$ cat config.mk
export PLATFORM = sky130hd
export DESIGN_NAME = date_add_days
export DESIGN_NICKNAME = d
export VERILOG_FILES = /design/src/sv/dad_pkg.sv /design/src/sv/date_add_days.sv /design/src/sv/dad_dp.sv /design/src/sv/dad_ctrl.sv
export VERILOG_INCLUDE_DIRS = /design/src /design/src/sv
export SDC_FILE = /design/constraint.sdc
export NUM_CORES = 1
export LEC_CHECK = 0
export BUFFER_PORTS_ARGS = -buffer_cell sky130_fd_sc_hd__clkbuf_2
export CAP_MARGIN = 0
export CELL_PAD_IN_SITES_DETAIL_PLACEMENT = 0
export CELL_PAD_IN_SITES_GLOBAL_PLACEMENT = 1
export CORE_ASPECT_RATIO = 1.5
export CORE_MARGIN = 2
export CORE_UTILIZATION = 30
export DETAILED_ROUTE_END_ITERATION = 7
export GPL_TIMING_DRIVEN = 0
export PLACE_DENSITY = 0.62
export SLEW_MARGIN = 20
export SYNTH_ARGS = -nofsm -noshare
export SYNTH_HDL_FRONTEND = slang
export SYNTH_SLANG_ARGS = --single-unit
export TNS_END_PERCENT = 30
$ cat constraint.sdc
create_clock -name i_clk -period 21 [get_ports i_clk]
set_input_delay 2.1 -clock i_clk [delete_from_list [all_inputs] [get_ports i_clk]]
set_output_delay 2.1 -clock i_clk [all_outputs]
set_load 0.1 [all_outputs]
$ cat src/sv/date_add_days_macros.svh
// Assertion macros shared by the date offset block.
// No dependencies; included by the controller and the datapath.
`ifndef DATE_ADD_DAYS_MACROS_SVH
`define DATE_ADD_DAYS_MACROS_SVH

`ifndef ASSERT_OFF
`define DAD_ASSERT(lbl, clk, rst_n, prop) \
    lbl: assert property (@(posedge clk) disable iff (!rst_n) prop) \
        else $error("dad assertion failed");
`define DAD_ASSERT_RST(lbl, clk, prop) \
    lbl: assert property (@(posedge clk) prop) \
        else $error("dad reset assertion failed");
`else
`define DAD_ASSERT(lbl, clk, rst_n, prop)
`define DAD_ASSERT_RST(lbl, clk, prop)
`endif

`endif

$ cat src/sv/dad_pkg.sv
// Types, codes and the month length table of the date offset block.
// No dependencies; used by dad_ctrl, dad_dp and date_add_days.
package dad_pkg;

    localparam logic [3:0] MONTH_FEB = 4'd1;
    localparam logic [3:0] MONTH_APR = 4'd3;
    localparam logic [3:0] MONTH_JUN = 4'd5;
    localparam logic [3:0] MONTH_SEP = 4'd8;
    localparam logic [3:0] MONTH_NOV = 4'd10;
    localparam logic [4:0] MONTHS_PER_YEAR = 5'd12;
    localparam logic [15:0] DIV25_INV = 16'd23593;
    localparam logic [15:0] DIV25_MAX = 16'd2621;

    typedef struct packed {
        logic [15:0]        start_year;
        logic [3:0]         start_month;
        logic [4:0]         start_day;
        logic signed [15:0] days_to_add;
    } t_dad_in;

    typedef struct packed {
        logic [15:0] result_year;
        logic [3:0]  result_month;
        logic [4:0]  result_day;
        logic        year_overflow;
    } t_dad_out;

    typedef struct packed {
        logic load;
        logic walk;
        logic capture;
    } t_dad_cmd;

    typedef struct packed {
        logic walk_done;
    } t_dad_sts;

    function automatic logic [4:0] month_len(input logic [3:0] month, input logic leap);
        logic [4:0] len;
        case (month) inside
            MONTH_FEB: len = leap ? 5'd29 : 5'd28;
            MONTH_APR, MONTH_JUN, MONTH_SEP, MONTH_NOV: len = 5'd30;
            default: len = 5'd31;
        endcase
        return len;
    endfunction

endpackage

$ cat src/sv/date_add_days.sv
// Top level of the Gregorian date offset block: controller plus datapath.
// Depends on dad_pkg, dad_ctrl and dad_dp.
//
//  channel  valid        stall        payload
//  in       i_in_valid   o_in_stall   i_in_data  (t_dad_in)
//  out      o_out_valid  i_out_stall  o_out_data (t_dad_out)
//
// After an input transfer, the date registers are loaded and then walk one month per cycle
// (up to about 1080 months for the largest offset) until the day fits; a capture then follows.
// The next input transfer can follow in the cycle after capture; no new date is taken mid-walk.
// Reset clears the controller and the output valid; no memory to clear.
// A stalled output holds in its register; the next input transfer is taken meanwhile,
// and that item holds in the walk state until the output register frees.
module date_add_days
    import dad_pkg::*;
(
    input  logic     i_clk,
    input  logic     i_rst_n,
    input  logic     i_in_valid,
    output logic     o_in_stall,
    input  t_dad_in  i_in_data,
    output logic     o_out_valid,
    input  logic     i_out_stall,
    output t_dad_out o_out_data
);

    t_dad_cmd cmd;
    t_dad_sts sts;

    dad_ctrl u_ctrl (
        .i_clk       (i_clk),
        .i_rst_n     (i_rst_n),
        .i_in_valid  (i_in_valid),
        .o_in_stall  (o_in_stall),
        .o_out_valid (o_out_valid),
        .i_out_stall (i_out_stall),
        .i_sts       (sts),
        .o_cmd       (cmd)
    );

    dad_dp u_dp (
        .i_clk      (i_clk),
        .i_rst_n    (i_rst_n),
        .i_in_data  (i_in_data),
        .i_cmd      (cmd),
        .o_sts      (sts),
        .o_out_data (o_out_data)
    );

endmodule

$ cat src/sv/dad_dp.sv
// Datapath of the date offset block: date registers, leap test, result register.
// Depends on dad_pkg and date_add_days_macros.svh.
`include "date_add_days_macros.svh"

module dad_dp
    import dad_pkg::*;
(
    input  logic     i_clk,
    input  logic     i_rst_n,
    input  t_dad_in  i_in_data,
    input  t_dad_cmd i_cmd,
    output t_dad_sts o_sts,
    output t_dad_out o_out_data
);

    logic [15:0] r_year, n_year;
    logic [3:0]  r_month, n_month;
    logic [15:0] r_day, n_day;
    logic        r_flag, n_flag;
    logic        r_neg, n_neg;
    t_dad_out    r_out, n_out;

    logic        leap;
    logic [15:0] div25_prod;
    logic [4:0]  len;
    logic [4:0]  month_inc;

    always_comb begin
        // multiply by the inverse of 25 modulo 2^16; small products mark multiples of 25
        div25_prod = r_year * DIV25_INV;
        leap = (r_year[1:0] == 2'd0) &&
               (!(div25_prod <= DIV25_MAX) || (r_year[3:0] == 4'd0));
        len = month_len(r_month, leap);
        month_inc = {1'b0, r_month} + 5'd1;
        o_sts.walk_done = r_neg || (r_day < {11'd0, len});
    end

    always_comb begin
        n_year = r_year;
        n_month = r_month;
        n_day = r_day;
        n_flag = r_flag;
        n_neg = r_neg;
        n_out = r_out;
        if (i_cmd.load) begin
            n_year = i_in_data.start_year;
            n_month = i_in_data.start_month;
            n_neg = i_in_data.days_to_add[15];
            n_day = {11'd0, i_in_data.start_day} +
                    (i_in_data.days_to_add[15] ? 16'd0 : 16'(i_in_data.days_to_add));
            n_flag = 1'b0;
        end
        if (i_cmd.walk) begin
            n_day = r_day - {11'd0, len};
            if (month_inc >= MONTHS_PER_YEAR) begin
                n_month = 4'(month_inc - MONTHS_PER_YEAR);
                if (r_year == 16'hFFFF) begin
                    n_year = 16'd0;
                    n_flag = 1'b1;
                end else begin
                    n_year = r_year + 16'd1;
                end
            end else begin
                n_month = month_inc[3:0];
            end
        end
        if (i_cmd.capture) begin
            n_out.result_year = r_year;
            n_out.result_month = r_month;
            n_out.result_day = r_day[4:0];
            n_out.year_overflow = r_flag;
        end
    end

    always_ff @(posedge i_clk) begin
        if (!i_rst_n) begin
            r_flag <= 1'b0;
        end else begin
            r_flag <= n_flag;
        end
        r_year <= n_year;
        r_month <= n_month;
        r_day <= n_day;
        r_neg <= n_neg;
        r_out <= n_out;
    end

    assign o_out_data = r_out;

    `DAD_ASSERT(a_wrap_to_zero, i_clk, i_rst_n, $rose(r_flag) |-> (r_year == 16'd0))
    `DAD_ASSERT(a_walk_not_neg, i_clk, i_rst_n, i_cmd.walk |-> !r_neg)
    `DAD_ASSERT(a_capture_fits, i_clk, i_rst_n, i_cmd.capture |-> o_sts.walk_done)

endmodule

$ cat src/sv/dad_ctrl.sv
// Controller of the date offset block: sequences load, month walk, output.
// Depends on dad_pkg and date_add_days_macros.svh.
`include "date_add_days_macros.svh"

module dad_ctrl
    import dad_pkg::*;
(
    input  logic     i_clk,
    input  logic     i_rst_n,
    input  logic     i_in_valid,
    output logic     o_in_stall,
    output logic     o_out_valid,
    input  logic     i_out_stall,
    input  t_dad_sts i_sts,
    output t_dad_cmd o_cmd
);

    typedef enum logic [1:0] {
        S_IDLE = 2'b01,
        S_WALK = 2'b10
    } t_state;

    t_state r_state, n_state;
    logic   r_out_valid, n_out_valid;

    always_comb begin
        n_state = r_state;
        n_out_valid = r_out_valid && i_out_stall;
        o_cmd = '0;
        unique case (r_state)
            S_IDLE: begin
                if (i_in_valid) begin
                    o_cmd.load = 1'b1;
                    n_state = S_WALK;
                end
            end
            S_WALK: begin
                if (!i_sts.walk_done) begin
                    o_cmd.walk = 1'b1;
                end else if (!r_out_valid || !i_out_stall) begin
                    o_cmd.capture = 1'b1;
                    n_out_valid = 1'b1;
                    n_state = S_IDLE;
                end
            end
            default: n_state = S_IDLE;
        endcase
    end

    always_ff @(posedge i_clk) begin
        if (!i_rst_n) begin
            r_state <= S_IDLE;
            r_out_valid <= 1'b0;
        end else begin
            r_state <= n_state;
            r_out_valid <= n_out_valid;
        end
    end

    assign o_in_stall = (r_state != S_IDLE);
    assign o_out_valid = r_out_valid;

    `DAD_ASSERT_RST(a_rst_clears, i_clk, !i_rst_n |=> (!o_out_valid && !o_in_stall))
    `DAD_ASSERT(a_accept_busy, i_clk, i_rst_n, (i_in_valid && !o_in_stall) |=> o_in_stall)
    `DAD_ASSERT(a_out_from_walk, i_clk, i_rst_n,
        $rose(o_out_valid) |-> ($past(r_state == S_WALK) && $past(i_sts.walk_done)))
    `DAD_ASSERT(a_capture_free, i_clk, i_rst_n,
        o_cmd.capture |-> (!r_out_valid || !i_out_stall))

endmodule

* Yosys cells after proc, flatten, opt, wreduce, memory -nomap -nowiden
Index checks and enable logic that the tools add are counted.
** Word-level totals
- Bits in registers :: 67
** Operators by class
- $mul :: 1
- Muxes and demuxes :: 30
- Equality and inequality tests :: 12
- Reduce and logical (&&, ||, !) cells :: 13
- Add/subtract/negate cells :: 5
- Magnitude comparators :: 3
** Operators by type and width (number)
- 16-bit two-way mux :: 6
- 16-bit by 1-bit adder with 16-bit output (second input constant) :: 1
- 5-bit by 16-bit adder with 16-bit output :: 1
- 16-bit == test (second input constant) :: 1
- 16-bit by 12-bit less-or-equal comparator with 1-bit output (second input constant) :: 1
- 16-bit by 5-bit < comparator with 1-bit output :: 1
- 16-bit by 15-bit multiplier with 16-bit output (second input constant) :: 1
- 16-bit by 5-bit subtractor with 16-bit output :: 1
- 15-bit two-way mux :: 1
- 1-bit two-way mux :: 14
- 4-bit two-way mux :: 3
- 4-bit == test (second input constant) :: 2
- 2-bit two-way mux :: 4
- 2-bit by 1-bit != test with 1-bit output (second input constant) :: 3
- 4-bit by 1-bit adder with 5-bit output (second input constant) :: 1
- 5-bit by 4-bit greater-or-equal comparator with 1-bit output (second input constant) :: 1
- 5-bit two-way mux :: 1
- 4-bit by 1-bit == test with 1-bit output (second input constant) :: 1
- 4-bit by 2-bit == test with 1-bit output (second input constant) :: 1
- 4-bit by 3-bit == test with 1-bit output (second input constant) :: 1
- 4-bit zero test :: 1
- 2-bit case mux with 2 select lines :: 1
- 4-bit OR reduction :: 1
- 4-bit subtractor (second input constant) :: 1
- 9 further kinds :: 14

* Depth between registers and ports, before layout
Gate-level depths: netlist of run 1.
- Depth after elaboration :: 12
- Gate-level depth with buffers :: 27

* Cells and area by module
Synthesis of run 1 repeated with hierarchy kept, for this count alone.
** Second synthesis, totals
- Cell total of the unflattened synthesis :: 514
- Area, all modules :: 5290.1 µm²
** By module, submodules not included
- dad_dp :: seq. area each 1751.7 µm², area each 5143.7 µm², cells each 498, times used 1
- dad_ctrl :: seq. area each 60.1 µm², area each 146.4 µm², cells each 16, times used 1

* Worst setup path after synthesis of run 1
No wires, ideal clock.
- Path type :: flip-flop to flip-flop
- From :: reg u_dp.r_year[2]
- To :: reg u_dp.r_out (netlist bit u_dp.o_out_data[0]) (enable)
- Period minus slack after synthesis :: 6.645 ns
- Required time :: 20.582 ns
- Stages on the path, launching flop included :: 23
- Arrival time :: 6.227 ns
- Slack :: 14.355 ns
- Path through :: dfxtp_1 inv_1 ha_1 ha_1 inv_1 fa_1 fa_1 inv_1 fa_1 ha_1 ha_1 o21ai_0 o21bai_1 a21oi_1 xnor2_1 a31oi_1 ha_1 fa_1 nand4b_2 and3_4 a21oi_1 or2_2 a21oi_1
** RTL lines
- start, declared :: line dad_dp.sv:16 : logic [15:0] r_year, n_year;
- start signal, assigned :: line dad_dp.sv:81 : r_year <= n_year;
- end signal, assigned :: line dad_dp.sv:85 : r_out <= n_out;
- end, declared :: line dad_dp.sv:21 : t_dad_out r_out, n_out;

* Worst setup path in the final report of run 1
- From :: reg u_dp.r_year[2]
- To :: reg u_ctrl.r_state[0]
** On the way
- Longest elaborated chain between the ends :: 11
** RTL lines
- 16-bit by 15-bit multiplier with 16-bit output :: line dad_dp.sv:30 : div25_prod = r_year * DIV25_INV;
- 16-bit by 12-bit less-or-equal comparator with 1-bit output :: line dad_dp.sv:32 : (!(div25_prod <= DIV25_MAX) || (r_year[3:0] == 4'd0));
- 1-bit zero test :: line dad_dp.sv:32
- 1-bit logical OR * :: line dad_dp.sv:32
- 1-bit logical AND * :: line dad_dp.sv:31 : leap = (r_year[1:0] == 2'd0) &&
- 1-bit two-way mux * :: line dad_pkg.sv:41 : MONTH_FEB: len = leap ? 5'd29 : 5'd28;
- 5-bit two-way mux * :: line dad_pkg.sv:40 : case (month) inside
- 16-bit by 5-bit < comparator with 1-bit output * :: line dad_dp.sv:35 : o_sts.walk_done = r_neg || (r_day < {11'd0, len});
- 1-bit logical OR * :: line dad_dp.sv:35
- 2-bit by 1-bit != test with 1-bit output (no line) *
- 3-bit AND reduction (no line) *
- end signal, assigned :: line dad_ctrl.sv:55 : r_state <= n_state;
- end, declared :: line dad_ctrl.sv:23 : t_state r_state, n_state;
Every way passes the cells marked *; elsewhere a longest branch is shown, timed or not.
A chain may end at the register's enable or synchronous reset.

==> results of run 1 <==
-- power by group through the flow --
stage	combinational (W)	sequential [W]	clock, W
2_1_floorplan	0.000349	0.000172	0
3_5_place_dp	0.000444	0.000176	0
4_1_cts	0.000455	0.000173	0.000174
5_1_grt	0.000505	0.000175	0.000179
3_3_place_gp	0.000440	0.000176	0
6_report	0.000443	0.000173	0.000170
-- layout by cell type, fill, tap and decap left out, types with 3 or more instances in the layout --
| cell type | n |
|---|---|
| clkbuf_2 | 72 |
| o21ai_1 | 5 |
| or2_2 | 3 |
| o311ai_1 | 3 |
| a21boi_0 | 3 |
| or3_1 | 3 |
| fa_1 | 20 |
| edfxtp_1 | 47 |
| clkbuf_16 | 10 |
| o21ai_0 | 25 |
| ha_1 | 76 |
| and3_1 | 7 |
| nor3_1 | 7 |
| o22ai_1 | 7 |
| nor2_1 | 29 |
| xor2_1 | 13 |
| o21a_1 | 5 |
| dfxtp_1 | 20 |
| nor4_1 | 3 |
| nand3_1 | 10 |
| nand2b_1 | 3 |
| a21oi_1 | 16 |
| a31oi_1 | 3 |
| inv_1 | 58 |
| a221o_1 | 4 |
| nand2_1 | 35 |
| clkbuf_1 | 3 |
| a21o_1 | 3 |
| xnor2_1 | 31 |
| nand4_1 | 4 |
| nor2b_1 | 9 |
| o21bai_1 | 4 |
-- registers in the layout, summed over array words and instances, names as in the netlist --
signal,flops
u_ctrl.o_out_valid,1
u_ctrl.r_state,2
u_dp.o_out_data,26
u_dp.r_day,16
u_dp.r_flag,1
u_dp.r_month,4
u_dp.r_neg,1
u_dp.r_year,16
-- area by class of cell --
cell class / count / area, µm²
fill: 1766 / 10650
multi-input combinational: 367 / 3107
sequential: 67 / 1812
timing repair buffer: 73 / 387.9
tap: 210 / 262.8
clock buffer: 10 / 250.2
inverter: 61 / 229.0
clock inverter: 5 / 82.58
buffer: 9 / 51.30
-- Yosys cell counts, types with 4 or more instances --
master and n:
a21oi_1 17, a221o_1 4, and3_1 7, dfxtp_1 20, edfxtp_1 47, fa_1 20
ha_1 76, inv_1 58, nand2_1 35, nand3_1 10, nand4_1 4, nor2_1 29
nor2b_1 9, nor3_1 7, o21a_1 5, o21ai_0 25, o21ai_1 5, o21bai_1 4
o22ai_1 7, xnor2_1 31, xor2_1 13
-- critical path, stage by stage, from the launching register on --
cell	delay [ns]
dfxtp_1	0.49
inv_1	0.14
ha_1	0.31
ha_1	0.27
inv_1	0.05
fa_1	0.52
fa_1	0.56
inv_1	0.06
fa_1	0.47
ha_1	0.31
ha_1	0.33
o21ai_0	0.13
nor2_1	0.11
o22ai_1	0.09
a211oi_1	0.28
a31oi_1	0.16
ha_1	0.24
fa_1	0.44
nand4b_2	0.27
and3_4	0.20
a211o_2	0.34
buf_4	0.20
nand2_1	0.67
o21ai_0	0.25
-- how the worst max path moves through the flow --
stage | from | slack, ns | to | cells after the start
after floorplan | u_dp.r_year[2]$_DFF_P_ | 14.35 | u_dp.o_out_data[0]$_DFFE_PP_ | 22
after global placement | u_dp.r_year[2]$_DFF_P_ | 12.95 | u_dp.o_out_data[1]$_DFFE_PP_ | 22
after detailed placement | u_dp.r_year[7]$_DFF_P_ | 13.85 | u_ctrl.r_state[0]$_SDFFE_PN1P_ | 23
after CTS | u_dp.r_year[7]$_DFF_P_ | 13.84 | u_ctrl.r_state[0]$_SDFFE_PN1P_ | 23
after global routing | u_dp.r_year[2]$_DFF_P_ | 13.47 | u_ctrl.r_state[0]$_SDFFE_PN1P_ | 23
final | u_dp.r_year[2]$_DFF_P_ | 13.92 | u_ctrl.r_state[0]$_SDFFE_PN1P_ | 23
-- logic make-up (layout without fill, tap and decap cells) --
group / count (synthesis) / after routing / share of synthesized area, %
xor gates and xnor gates: 44 / 44 / 7.429
muxes: 4 / 4 / 0.8201
AOI/OAI and AO/OA: 96 / 96 / 12.20
adders and majority gates: 96 / 96 / 26.05
buffers and inverters: 70 / 158 / 5.403
DFF: 67 / 67 / 34.93
and+or+nand+nor: 127 / 127 / 13.17
-- per-stage QoR --
step	utilization [%]	instance area (µm²)	worst slack, ns
global route	36.72	6182	13.47
finish	36.72	6182	13.92
global placement	34.51	5811	12.95
floorplan	-	5187	14.35
detailed placement	34.74	5849	13.85
CTS	36.72	6182	13.84
-- metal layers --
layer | vias up | part of all wire, % | GRT usage (%)
met2 | 72 | 55 | 27.38
met1 | 1835 | 39 | 14.74
met5 | - | 0 | 0
met4 | 0 | 1.9 | 4.265
met3 | 13 | 3.6 | 2.737
li1 | 1950 | - | -
==> summary.md, run 1 <==
| Metric | Value |
|---|---|
| CP Launch Type | register |
| Status | completed |
| Final std cells w/o fill | ~800 |
| Fin Setup TNS | 0 ns |
| Final Hold Violating Endpoints | 0 |
| Ys Warns | 0 |
| Worst R2R Setup Slack | ~14 ns |
| Syn_nets | 645 |
| Synth top area cells | edfxtp_1 (27%), ha_1 (18%), dfxtp_1 (7.7%) |
| Maximum operating frequency | 141.3 MHz |
| CP endpoint kind | register |
| CTS Hold Bufs | 0 |
| Area Growth Syn to Fin | 19.18% |
| CP Max Fanout | 21 |
| Sink Count | 67 |
| Hold Path Class | register to register |
| Largest net degree at the start of global routing | 22 |
| Register bit total from synthesis | 67 |
| Insertion delay to the later sink of the worst-skew pair | around 0.34 ns |
| H-tree depth | 3 |
| Number of global-route vias before repair | approximately 4100 |
| Tmin final | 7.077 ns |
| Initial drt markers | 108 |
| DR vias/cell | 4.825 |
| Initial Utilization | 30.81% |
| Top cell type's share of synthesized area | 27.21% |
| Final net count | between 700 and 800 |
| Total gr overflow | 0 |
| Share of cells above drive strength 1 | 19.26% |
| Largest area contributor in the netlist | edfxtp_1 |
| DR WL/cell | roughly 16 µm |
| Clock power frac | 21.7% |
| NetSw | 0.0003129 W |
| Routed wire length | between 10000 and 15000 µm |
| Netlist Area Pre-Place | 5187 µm² |
| Min-Delay Path Depth | 0 |
| Static Leak | 2.736 nW |
| CTS root buffer | clkbuf_16 |
| Core Area | 16840 µm² |
| Global-route wire length before repair | 20040 µm |
| Top FF cell, synth | edfxtp_1 |
| Die X | between 100 and 150 µm |
| Setup violators final | 0 |
| Slew HR | 39.79% |
| Post-DP HPWL | 10010 µm |
| Critical Path RT | 21.17 ns |
| Hold EP | u_dp.o_out_data[0]$_DFFE_PP_ |
| Pwr Total | around 0.0008 W |
| Vias | 3870 |
| Placed Instances | 787 |
| Clock transition at path regs | ~0.060 ns |
| Total track usage | 13.87% |
| Slew @ Worst Pin | 0.9009 ns |
| Sequential share of the synthesized area | 34.93% |
| Synthesized area per cell | 10.29 µm² |
| Port buffer count | 72 |
| Post-synth EDFFs | 47 |
| Asr flop ratio synth | 0% |
| Reg2Reg Depth | 23 |
| Hold Crit Start | u_dp.r_flag$_SDFF_PN0_ |
| Num ports | 73 |
| Die footprint | 18380 µm² |
| DRC Markers | 0 |
| Resize count post-CTS | 0 |
| Max-slew violation count | 0 |
| DRT antenna net count | 0 |
| Chip height | 165.1 µm |
| Antenna diodes | 0 |
| FF-to-FF End | u_ctrl.r_state[0]$_SDFFE_PN1P_ |
| Logic pwr share | 56.3% |
| Final GP Congestion | 0.8119 |
| CP arrival | 7.25 ns |
| Postcts setup bufs | 0 |
| Hold Slack | 0.4372 ns |
| Pint | 0.0004732 W |
| Seq pwr share | 22.0% |
| Clock buffers created by TritonCTS | 9 |
| # rows | 58 |
| Worst setup path class | register to register |
| Max-cap violations | 0 |
| Worst R2R Start | u_dp.r_year[2]$_DFF_P_ |
| Synth Instances | 504 |
| Setup repair after global routing missed its margin | no |
| Synth cell types | 62 |
| Peak VDD IR | 0.07436 mV |
| CTS tree | yes |
| Initial antenna violation count | 0 |
| Sw Ratio | 39.80% |
| DR pass1 iterations | 4 |
| PwrDens | about 130 nW/µm² |
| Clk_skew | between 0.009 and 0.01 ns |
| Final period util | 33.70% |
| CTS Buffer Depth | 2 |
No activity file was read; power rests on OpenSTA's default activity.
==> run 2, diff against run 1 <==
--- a/config.mk
+++ b/config.mk
@@ -6,6 +6,7 @@
 export SDC_FILE = /design/constraint.sdc
 export NUM_CORES = 1
 export LEC_CHECK = 0
+export ABC_AREA = 1
 export BUFFER_PORTS_ARGS = -buffer_cell sky130_fd_sc_hd__clkbuf_2
 export CAP_MARGIN = 0
 export CELL_PAD_IN_SITES_DETAIL_PLACEMENT = 0
@@ -15,7 +16,7 @@
 export CORE_UTILIZATION = 30
 export DETAILED_ROUTE_END_ITERATION = 7
 export GPL_TIMING_DRIVEN = 0
-export PLACE_DENSITY = 0.62
+export PLACE_DENSITY = 0.64
 export SLEW_MARGIN = 20
 export SYNTH_ARGS = -nofsm -noshare
 export SYNTH_HDL_FRONTEND = slang
==> constraint.sdc (replaced) <==
create_clock -name i_clk -period 6.6 [get_ports i_clk]
set_input_delay 0.66 -clock i_clk [delete_from_list [all_inputs] [get_ports i_clk]]
set_output_delay 0.66 -clock i_clk [all_outputs]
set_load 0.1 [all_outputs]
==> run 2 against run 1 <==
Effect of this change:
- first-iteration DRC count increased by 22%
- worst setup slack got worse by 13 ns
- routed wire length up 13%
- critical endpoint is now u_dp.r_day[1]$_DFFE_PP_
- highest routed layer unchanged
- worst hold slack improved by 0.0037 ns
- clock power rose to 2.8 times the previous value
- largest cell class unchanged
- clock skew fell by 0.0025 ns
- sequential share of layout area shrank 2.3 points
==> summary.md, run 2 <==
| Metric | Value |
|---|---|
| Routed wire length | approximately 14000 µm |
| Largest net degree at the start of global routing | 21 |
| Global-route wire length before repair | 22290 µm |
| Antenna diodes | 0 |
| Register bit total from synthesis | 67 |
| Largest area contributor in the netlist | edfxtp_1 |
| Setup repair after global routing missed its margin | no |
| Synthesized area per cell | between 8 and 9 µm² |
| Initial drt markers | 132 |
| Number of global-route vias before repair | 4717 |
| Logic pwr share | 63.0% |
| Clk_skew | 0.006674 ns |
| Clock power frac | 17.4% |
| Maximum operating frequency | 162.0 MHz |
| Most frequent cells in the layout | nand2_1 (161), inv_1 (120), ha_1 (75), clkbuf_2 (72), edfxtp_1 (47) |
| Critical Path RT | 6.63 ns |
| Initial antenna violation count | 0 |
| Initial Utilization | 30.55% |
| Final net count | 914 |
| Synth cell types | 42 |
| Asr flop ratio synth | 0% |
| NetSw | 0.001287 W |
| Final Hold Violating Endpoints | 0 |
| Crit-path slowest cell | fa_1 |
| Insertion delay to the later sink of the worst-skew pair | 0.34 ns |
| Tmin final | 6.173 ns |
| Ys Warns | 0 |
| Post-DP HPWL | 11600 µm |
| CTS Buffer Depth | 2 |
| Seq pwr share | slightly below 20% |
| CP Launch Type | register |
| Worst setup path class | register to register |
| Area Growth Syn to Fin | 19.05% |
| Placed Instances | 1012 |
| Fin Setup TNS | 0 ns |
| Largest register FFs | 26 |
| Clock transition at path regs | 0.06 ns |
| Core Area | approximately 19000 µm² |
| Top cell type's share of synthesized area | 24.91% |
| Syn_nets | 828 |
| Chip height | 172.3 µm |
| Final period util | between 90% and 100% |
| Slew @ Worst Pin | slightly above 0.9 ns |
| Most numerous cell in the Yosys netlist | nand2_1 |
| H-tree depth | 3 |
| Share of cells above drive strength 1 | 16.45% |
| Most common library cells after synthesis | nand2_1 (162), inv_1 (120), ha_1 (76) |
| Most common cell after layout, fill and taps aside | nand2_1 |
| Sequential share of the synthesized area | 31.97% |
| Min-Delay Path Depth | 0 |
| Max-cap violations | 0 |
| CTS tree | yes |
| CTS root buffer | clkbuf_16 |
| CP peak stage delay | between 0.5 and 0.6 ns |
| Final GP Congestion | approximately 0.8 |
| Synth top area cells | edfxtp_1 (25%), ha_1 (17%), nand2_1 (11%) |
| Peak VDD IR | approximately 0.21 mV |
| Total track usage | 14.57% |
| Status | completed |
| CP endpoint kind | register |
| Area after DPL | 6377 µm² |
| PwrDens | 412.4 nW/µm² |
| Static Leak | about 3.4 nW |
| DR WL/cell | 13.64 µm |
| Total gr overflow | 0 |
| Final std cells w/o fill | 1030 |
| Vias | 4580 |
| Top FF cell, synth | edfxtp_1 |
| Setup violators final | 0 |
| DR vias/cell | 4.447 |
| Max-slew violation count | 0 |
| DRT antenna net count | 0 |
| Slew HR | 37.89% |
| Hold Slack | 0.4409 ns |
| Die X | 116.2 µm |
| # rows | about 60 |
| Pwr Total | 0.002782 W |
| Sink Count | 67 |
| Synth Instances | 687 |
| Netlist Area Pre-Place | between 5000 and 6000 µm² |
| Filler Cell Count | 1959 |
| Num ports | 73 |
| DR pass1 iterations | 4 |
| Reg2Reg Depth | 29 |
| Pint | around 0.0015 W |
| Clock buffers created by TritonCTS | 9 |
| Post-layout instance area | 6746 µm² |
| DRC Markers | 0 |
| CP arrival | 6.21 ns |
| CTS Hold Bufs | 0 |
| Port buffer count | 72 |
| Post-synth EDFFs | 47 |
| CP Max Fanout | 11 |
| Die footprint | between 20000 and 25000 µm² |
| Hold Path Class | register to register |
| Sw Ratio | 46.24% |
run 2: cell count changes after synthesis, sizes merged, moves of 5 or more:
| cell | before | now |
|---|---|---|
| and3 | 8 | 1 |
| inv | 59 | 124 |
| nand2 | 35 | 164 |
| nand3 | 10 | 39 |
| nand3b | 0 | 5 |
| nand4 | 4 | 12 |
| nor2 | 30 | 47 |
| nor2b | 9 | 0 |
| o21ai | 30 | 46 |
| o22ai | 7 | 2 |
| xnor2 | 31 | 8 |
| xor2 | 13 | 22 |
run 2: cell type report:
cell class / count / area [µm²] / share of cell area [%]
Buffer: 10 / 68.82 / 1.020
Clock buffer: 9 / 225.2 / 3.338
Clock inverter: 7 / 67.56 / 1.001
Inverter: 124 / 465.4 / 6.899
Multi-Input combinational cell: 487 / 3372 / 49.98
Sequential cell: 67 / 1824 / 27.04
Tap cell: 252 / 315.3 / 4.674
Timing Repair Buffer: 74 / 407.9 / 6.046
run 2: logic make-up after synthesis:
family | synth area share, %
compound gates | 7.618
xor+xnor | 4.637
fa+ha+maj | 23.85
buf+inv | 9.339
flops | 31.97
mux | 0.1766
simple gates | 22.41
run 2: path summary, 6_finish.rpt:
check                              start                      endpoint  slack, ns
setup / recovery  u_dp.r_year[2]$_DFF_P_       u_dp.r_day[1]$_DFFE_PP_       0.43
setup reg to reg  u_dp.r_year[2]$_DFF_P_       u_dp.r_day[1]$_DFFE_PP_       0.43
hold / removal    u_dp.r_flag$_SDFF_PN0_  u_dp.o_out_data[0]$_DFFE_PP_       0.44
hold reg to reg   u_dp.r_flag$_SDFF_PN0_  u_dp.o_out_data[0]$_DFFE_PP_       0.44
run 2: layer usage:
metal / track usage (%) / vias to the layer above / part of all wire (%)
met2: 30.26 / 61 / 59
met1: 14.41 / 2096 / 38
li1: - / 2410 / -
met3: 2.068 / 13 / 2.4
met5: 0 / - / 0
met4: 4.296 / 0 / 1.5
run 2: stage by stage:
step           worst slack, ns  util, %
3_3_place_gp            -1.431    34.20
5_1_grt                0.02754    36.38
4_1_cts                0.07145    36.07
3_5_place_dp           -0.6425    34.39
6_report                0.4270    36.38
2_1_floorplan           0.1707        -
run 2: repair_timing:
item                                    4_1_cts  5_1_grt
endpoints found under the hold margin         0        0
gates cloned                                  0        1
setup buffers                                 0        1
pin swaps                                     0        1
endpoints found under the setup margin       35       76
resized for setup                             6        9
run 2: worst max-delay path, delay by kind of cell, from the launching register on:
kind | cells | cell delay (ns)
adders and majority gates | 9 | 3.40
and+or+nand+nor | 14 | 1.29
buffers and inverters | 4 | 0.44
DFF | 1 | 0.41
AOI/OAI and AO/OA | 2 | 0.31
run 2: power groups by stage:
stage | clock, W | combinational [W] | sequential [W]
6_report | 0.000483 | 0.00175 | 0.000546
5_1_grt | 0.000505 | 0.00208 | 0.000552
4_1_cts | 0.000496 | 0.00180 | 0.000547
3_5_place_dp | 0 | 0.00179 | 0.000555
3_3_place_gp | 0 | 0.00179 | 0.000556
2_1_floorplan | 0 | 0.00136 | 0.000543
